--- src/design/sdse_pkg.sv ---
// ----------------------------------------------------------------------------
// sdse_pkg
// Types, codes and the digit table of the signed decimal segment encoder.
// ----------------------------------------------------------------------------
package sdse_pkg;

    typedef enum logic [2:0] {
        ST_IDLE,
        ST_DIGIT,
        ST_FINISH,
        ST_CLEAR,
        ST_SEG,
        ST_PULSE
    } t_state;

    typedef enum logic [1:0] {
        KIND_CLEAR   = 2'd0,
        KIND_SEGMENT = 2'd1,
        KIND_PULSE   = 2'd2
    } t_kind;

    localparam logic [7:0]  DASH_CODE  = 8'hF7;
    localparam logic [7:0]  POINT_MASK = 8'hFE;
    localparam logic [31:0] RECIP_10   = 32'hCCCC_CCCD;

    typedef struct packed {
        logic load;
        logic step;
        logic mark;
        logic finish;
        logic emit_next;
        logic seg_sel;
    } t_cmd;

    typedef struct packed {
        logic ovf;
        logic last_digit;
        logic emit_last;
    } t_status;

    function automatic logic [7:0] digit_code(input logic [3:0] d);
        logic [7:0] c;
        case (d)
            4'd0: c = 8'h09;
            4'd1: c = 8'hCF;
            4'd2: c = 8'h91;
            4'd3: c = 8'h85;
            4'd4: c = 8'h47;
            4'd5: c = 8'h25;
            4'd6: c = 8'h21;
            4'd7: c = 8'h8F;
            4'd8: c = 8'h01;
            4'd9: c = 8'h05;
            default: c = 8'h00;
        endcase
        return c;
    endfunction

endpackage

--- src/design/sdse_ctrl.sv ---
// ----------------------------------------------------------------------------
// sdse_ctrl
// Sequencer: accept, digit steps, fixups, then clear / segments / pulse.
// ----------------------------------------------------------------------------
module sdse_ctrl (
    input  logic              i_clk,
    input  logic              i_rst_n,
    input  logic              i_req_valid,
    output logic              o_req_ready,
    output logic              o_rsp_valid,
    input  logic              i_rsp_ready,
    output logic [1:0]        o_kind,
    output logic              o_last,
    output sdse_pkg::t_cmd    o_cmd,
    input  sdse_pkg::t_status i_status
);

    sdse_pkg::t_state r_state;
    sdse_pkg::t_state n_state;

    always_ff @(posedge i_clk) begin
        if (!i_rst_n) begin
            r_state <= sdse_pkg::ST_IDLE;
        end else begin
            r_state <= n_state;
        end
    end

    always_comb begin
        n_state     = r_state;
        o_req_ready = 1'b0;
        o_rsp_valid = 1'b0;
        o_kind      = sdse_pkg::KIND_CLEAR;
        o_last      = 1'b0;
        o_cmd       = '0;
        case (r_state)
            sdse_pkg::ST_IDLE: begin
                o_req_ready = 1'b1;
                if (i_req_valid) begin
                    o_cmd.load = 1'b1;
                    n_state    = sdse_pkg::ST_DIGIT;
                end
            end
            sdse_pkg::ST_DIGIT: begin
                if (i_status.ovf) begin
                    o_cmd.mark = 1'b1;
                    n_state    = sdse_pkg::ST_FINISH;
                end else begin
                    o_cmd.step = 1'b1;
                    if (i_status.last_digit) begin
                        n_state = sdse_pkg::ST_FINISH;
                    end
                end
            end
            sdse_pkg::ST_FINISH: begin
                o_cmd.finish = 1'b1;
                n_state      = sdse_pkg::ST_CLEAR;
            end
            sdse_pkg::ST_CLEAR: begin
                o_rsp_valid = 1'b1;
                if (i_rsp_ready) begin
                    n_state = sdse_pkg::ST_SEG;
                end
            end
            sdse_pkg::ST_SEG: begin
                o_rsp_valid   = 1'b1;
                o_kind        = sdse_pkg::KIND_SEGMENT;
                o_cmd.seg_sel = 1'b1;
                if (i_rsp_ready) begin
                    o_cmd.emit_next = 1'b1;
                    if (i_status.emit_last) begin
                        n_state = sdse_pkg::ST_PULSE;
                    end
                end
            end
            sdse_pkg::ST_PULSE: begin
                o_rsp_valid = 1'b1;
                o_kind      = sdse_pkg::KIND_PULSE;
                o_last      = 1'b1;
                if (i_rsp_ready) begin
                    n_state = sdse_pkg::ST_IDLE;
                end
            end
            default: begin
                n_state = sdse_pkg::ST_IDLE;
            end
        endcase
    end

endmodule

--- config.mk ---
export PLATFORM = sky130hd
export DESIGN_NAME = sdse_ctrl
export DESIGN_NICKNAME = d
export VERILOG_FILES = /design/src/design/sdse_pkg.sv /design/src/design/sdse_ctrl.sv
export SDC_FILE = /design/constraint.sdc
export NUM_CORES = 1
export LEC_CHECK = 0
export ABC_AREA = 1
export BUFFER_PORTS_ARGS = -buffer_cell sky130_fd_sc_hd__buf_2
export CORE_AREA = 2 2 39 41
export CTS_CLUSTER_DIAMETER = 150
export DETAILED_ROUTE_END_ITERATION = 8
export DIE_AREA = 0 0 41 43
export PLACE_DENSITY = 0.53
export SYNTH_ARGS = -nofsm -noshare
export SYNTH_HDL_FRONTEND = slang
export SYNTH_SLANG_ARGS = --single-unit
--- constraint.sdc ---
create_clock -name i_clk -period 2.25 [get_ports i_clk]
set_input_delay 0.45 -clock i_clk [delete_from_list [all_inputs] [get_ports i_clk]]
set_output_delay 0.45 -clock i_clk [all_outputs]
set_load 0.1 [all_outputs]
==> summary.md, run 1 <==
| Metric | Value |
|---|---|
| Pin count of the biggest net entering global routing | `9` |
| Die Span X | `41 um` |
| Critical Path End Type | `primary output` |
| Sequential-to-total area share from yosys stat | `0.185` |
| Top Metal Used | `met3` |
| Layout area overhead | `37.8%` |
| Outcome | `finished clean` |
| Data required time at the worst endpoint | `1800 ps` |
| Number of global-route vias before repair | `265` |
| Grt ovf | `0` |
| Nets | `79` |
| RePlAce Congestion | `0.707` |
| Synth cell count leaders | `inv_1, nand3_1, nor2_1` |
| Num rows | `14` |
| Number of port buffers | `17` |
| Worst Path Arrival | `1500 ps` |
| I/O Pins | `18` |
| Setup-failing EPs final | `0` |
| Total CTS buffers | `3` |
| Final HPWL DP | `559 um` |
| Library cells used by synthesis | `17` |
| WL met1 | `316 um` |
| Final setup margin | `300 ps` |
| Clock skew | `1.66 ps` |
| H-tree lvl count | `1` |
| WL final | `670 um` |
| FF-to-FF End | `r_state[0]` |
| Initial DRC count | `5` |
| Max clock buf depth | `2` |
| CTS tree | `yes` |
| Hold path cells | `3` |
| Critical path class | `register to primary output` |
| Cts repair resizes | `0` |
| Biggest regs | `r_state x3` |
| Drt wl/cell | `7.70 um` |
| Worst-Margin Slew | `486 ps` |
| Hold buffer count at cts | `0` |
| Largest fanout on the critical path | `8` |
| Max reg flops | `3` |
| Reg area | `60.1 um^2` |
| Fmax | `0.513 GHz` |
| Fin area | `447 um^2` |
| EDFF count, synth | `0` |
| Hold Path Sink | `r_state[1]` |
| Synthesized cell area | `324 um^2` |
| Ys async rst share | `0` |
| Fillcell total | `169` |
| Post-layout min period | `1950 ps` |
| Final Slew Violations | `0` |
| R2R Setup Slk | `1000 ps` |
| Post-DP Area | `420 um^2` |
| CTS Sinks | `3` |
| Initial Util | `0.234` |
| Postcts setup bufs | `0` |
| Yosys top cell by area | `dfxtp_1` |
| Seq cells post-synth | `3` |
| Core area | `1380 um^2` |
| Placed Cells | `83` |
| Root Buffer | `clkbuf_4` |
| Yosys Warn Count | `0` |
| Max-cap viol count | `0` |
| Die area | `1760 um^2` |
| Initial antenna violation count | `0` |
| Area share of the largest cell type after synthesis | `0.185` |
| Clk slew on worst S/H paths | `40 ps` |
| Post-Layout Cell Count | `87` |
| Die span in y | `43 um` |
| Slew margin rel. | `0.678` |
| Area occupied by multi-input gates | `206 um^2` |
| Vias | `359` |
| Pre-CTS setup slack | `534 ps` |
| Final hold viol count | `0` |
| Crit Reg-Reg Startpoint | `r_state[0]` |
| Worst Setup Start Kind | `register` |
| Met2 wire len | `300 um` |
| Hold_sp | `i_rst_n` |
| Clock latency at the later pin of the worst-skew pair | `230 ps` |
| Met3 WL | `53 um` |
| Tot GR Track Use | `0.0782` |
| DR vias/cell | `4.13` |
| Main synth FF type | `dfxtp_1` |
| Antenna viol nets, final | `0` |
| Biggest register | `r_state` |
| ANT cells | `0` |
| Worst Hold Class | `input pin to register` |
| Worst reg2reg path depth | `7` |
| Layout cells sized above 1 | `0.451` |
| Average size of a mapped cell | `6.23 um^2` |
| Syn Nets | `59` |
| Drt pass-1 iters | `4` |
| DR DRC count | `0` |
| Cell with the most instances after synthesis | `inv_1` |
| Final cycle utilization of the critical path | `0.866` |
| Main area contributors after synthesis | `dfxtp_1, inv_1, nand3_1` |
| Unrepaired setup endpoints after global routing | `no` |
| First-pass GRT wire length | `945 um` |
| Post-synthesis cell count | `52` |
cells by family (layout without fill, tap and decap cells):
| logic type | Yosys count | after routing | share of synthesized area |
|---|---|---|---|
| flops | 3 | 3 | 0.185 |
| compound gates | 4 | 4 | 0.0811 |
| simple gates | 30 | 30 | 0.525 |
| buf+inv | 15 | 34 | 0.208 |
worst max path at each step:
stage                     from           to  slack (ps)
floorplan           r_state[2]     o_cmd[3]          -6
global placement    r_state[0]  o_rsp_valid         560
detailed placement  r_state[0]  o_rsp_valid         530
CTS                 r_state[0]  o_rsp_valid         280
global route        r_state[0]  o_rsp_valid         230
finish              r_state[0]  o_rsp_valid         300
area by class of cell:
class | instances | share of cell area
clock buffers | 4 | 0.0588
inverters | 13 | 0.109
well taps | 16 | 0.0448
repair buffers | 17 | 0.190
multi-input cells | 34 | 0.462
flip-flops and latches | 3 | 0.134
cell usage in the layout, fill, tap and decap left out, drive strengths merged:
master	n
a21oi	3
nand2	8
buf	17
dfxtp	3
or2	1
o21bai	1
inv	13
clkbuf	4
nor2	9
nand3	10
nor3	2
worst max-delay path, cell delays in order (launching register included):
cell,delay [ps]
dfxtp_1,510
nand3_1,190
nand3_2,140
buf_2,430
per-stage QoR:
step | hold slack [ps] | utilization | setup TNS, ps
global placement | 611 | 0.304 | 0
CTS | 457 | 0.323 | 0
global route | 461 | 0.323 | 0
floorplan | 560 | - | -11.3
detailed placement | 606 | 0.304 | 0
finish | 467 | 0.323 | 0
per-layer routing:
metal  track usage  up-vias
met5             0        -
met4        0.0600        0
met3        0.0157        0
met2         0.119       11
met1        0.0897      151
li1              -      197
Power of run 1 is not shown: default switching activity piles up to over one toggle a cycle in this logic, so the estimate is an artifact.
==> inputs of run 2 (changes only) <==
--- a/config.mk
+++ b/config.mk
@@ -12,6 +12,7 @@
 export DETAILED_ROUTE_END_ITERATION = 8
 export DIE_AREA = 0 0 41 43
 export PLACE_DENSITY = 0.53
+export RECOVER_POWER = 50
 export SYNTH_ARGS = -nofsm -noshare
 export SYNTH_HDL_FRONTEND = slang
 export SYNTH_SLANG_ARGS = --single-unit
==> run 2 against run 1 <==
  * Clock skew unchanged
  * Wire length grew 0.45%
  * Global-route usage stayed put
==> summary.md, run 2 (synthesis gave the netlist of run 1 again) <==
| Metric | Value |
|---|---|
| Outcome | `finished clean` |
| Setup_tns | `0 ps (unchanged)` |
| Worst Path Arrival | `1480 ps (-20 ps)` |
| Initial DRC count | `6 (+1)` |
| Post-layout min period | `1930 ps (-23.1 ps)` |
| Die area | `1760 um^2 (unchanged)` |
| Clk slew on worst S/H paths | `40 ps (about the same)` |
| Pin count of the biggest net entering global routing | `9 (unchanged)` |
| I/O Pins | `18 (unchanged)` |
| Layout cells sized above 1 | `0.423 (-0.0282)` |
| Root Buffer | `clkbuf_4` |
| Tot GR Track Use | `0.0782 (unchanged)` |
| Final cycle utilization of the critical path | `0.856 (-0.0103)` |
| RePlAce Congestion | `0.707 (unchanged)` |
| Critical Path End Type | `primary output` |
| Number of global-route vias before repair | `265 (unchanged)` |
| Critical path class | `register to primary output` |
| Biggest register | `r_state` |
| Biggest regs | `r_state x3` |
| Clock skew | `1.66 ps (unchanged)` |
| H-tree lvl count | `1 (unchanged)` |
| Postcts setup bufs | `0 (unchanged)` |
| Number of port buffers | `17 (unchanged)` |
| Commonest cells after routing, fill and taps aside | `buf_2, inv_1, nand3_1, nand2_1, nor2_1` |
| Setup-failing EPs final | `0 (unchanged)` |
| Die Span X | `41 um (unchanged)` |
| Grt ovf | `0 (unchanged)` |
| Clock latency at the later pin of the worst-skew pair | `230 ps (about the same)` |
| Worst-Margin Slew | `542 ps (+56.3 ps)` |
| Worst Setup Start Kind | `register` |
| Layout area overhead | `34.0%` |
| Max-cap viol count | `0 (unchanged)` |
| Drt wl/cell | `7.74 um (+0.45%)` |
| Initial Util | `0.234 (unchanged)` |
| Drt pass-1 iters | `4 (unchanged)` |
| WL final | `673 um (+0.45%)` |
| Placed Cells | `83 (unchanged)` |
| Pre-CTS setup slack | `534 ps (unchanged)` |
| Num rows | `14 (unchanged)` |
| Final hold viol count | `0 (unchanged)` |
| Post-Layout Cell Count | `87 (unchanged)` |
| Final setup margin | `324 ps (+23.1 ps)` |
| Die span in y | `43 um (unchanged)` |
| Final Slew Violations | `0 (unchanged)` |
| ANT cells | `0 (unchanged)` |
| Core area | `1380 um^2 (unchanged)` |
| Total CTS buffers | `3 (unchanged)` |
| Data required time at the worst endpoint | `1800 ps (about the same)` |
| Hold slack | `467 ps (unchanged)` |
| Final HPWL DP | `559 um (unchanged)` |
| DR vias/cell | `4.13 (unchanged)` |
| DR DRC count | `0 (unchanged)` |
| Largest fanout on the critical path | `8 (unchanged)` |
| Hold buffer count at cts | `0 (unchanged)` |
| Commonest non-fill, non-tap cell in the layout | `buf_2` |
| Cts repair resizes | `0 (unchanged)` |
| Unrepaired setup endpoints after global routing | `no` |
| Slew margin rel. | `0.640 (-0.0382)` |
| Max reg flops | `3 (unchanged)` |
| Nets | `79 (unchanged)` |
| Fmax | `0.519 GHz (+1.2%)` |
| First-pass GRT wire length | `945 um (unchanged)` |
| Vias | `359 (unchanged)` |
| Worst Hold Class | `input pin to register` |
| Max clock buf depth | `2 (unchanged)` |
| Initial antenna violation count | `0 (unchanged)` |
| CTS tree | `yes` |
| Antenna viol nets, final | `0 (unchanged)` |
| CTS Sinks | `3 (unchanged)` |
run 2: cell types whose count changed in the layout (fill, tap and decap cells not counted), sizes merged:
| cell | previous run | this run |
|---|---|---|
| buf | 17 | 13 |
| clkbuf | 4 | 8 |
run 2: layer usage:
metal / vias to the layer above / routed length, um / global-route usage
met5: - / 0 / 0
met4: 0 / 0 / 0.0600
met3: 0 / 51 / 0.0157
met2: 11 / 300 / 0.119
met1: 151 / 321 / 0.0897
li1: 197 / - / -
run 2: path summary, 6_finish.rpt:
kind,endpoint,depth (start not counted),slack (ps),startpoint
min,r_state[1],3,470,i_rst_n
max reg2reg,r_state[0],7,920,r_state[0]
max,o_rsp_valid,4,320,r_state[0]
min reg2reg,r_state[2],2,610,r_state[2]
run 2: layout make-up:
cell class / instances / area [um^2]
tap: 16 / 20.0
sequential: 3 / 60.1
multi-input combinational: 34 / 194
timing repair buffer: 17 / 85.1
inverter: 13 / 48.8
fill: 171 / 950
clock buffer: 4 / 26.3
run 2: worst max-delay path, stage by stage (launching register included):
cell and delay (ps):
dfxtp_1 400, nor2_4 190, nand2_1 120, nand3_1 110, buf_2 430
run 2: stage by stage:
| stage | cell area, um^2 | util |
|---|---|---|
| after global placement | 420 | 0.304 |
| after CTS | 447 | 0.323 |
| final | 434 | 0.314 |
| after floorplan | 334 | - |
| after detailed placement | 420 | 0.304 |
| after global routing | 434 | 0.314 |
Power of run 2 is left out for the same reason.
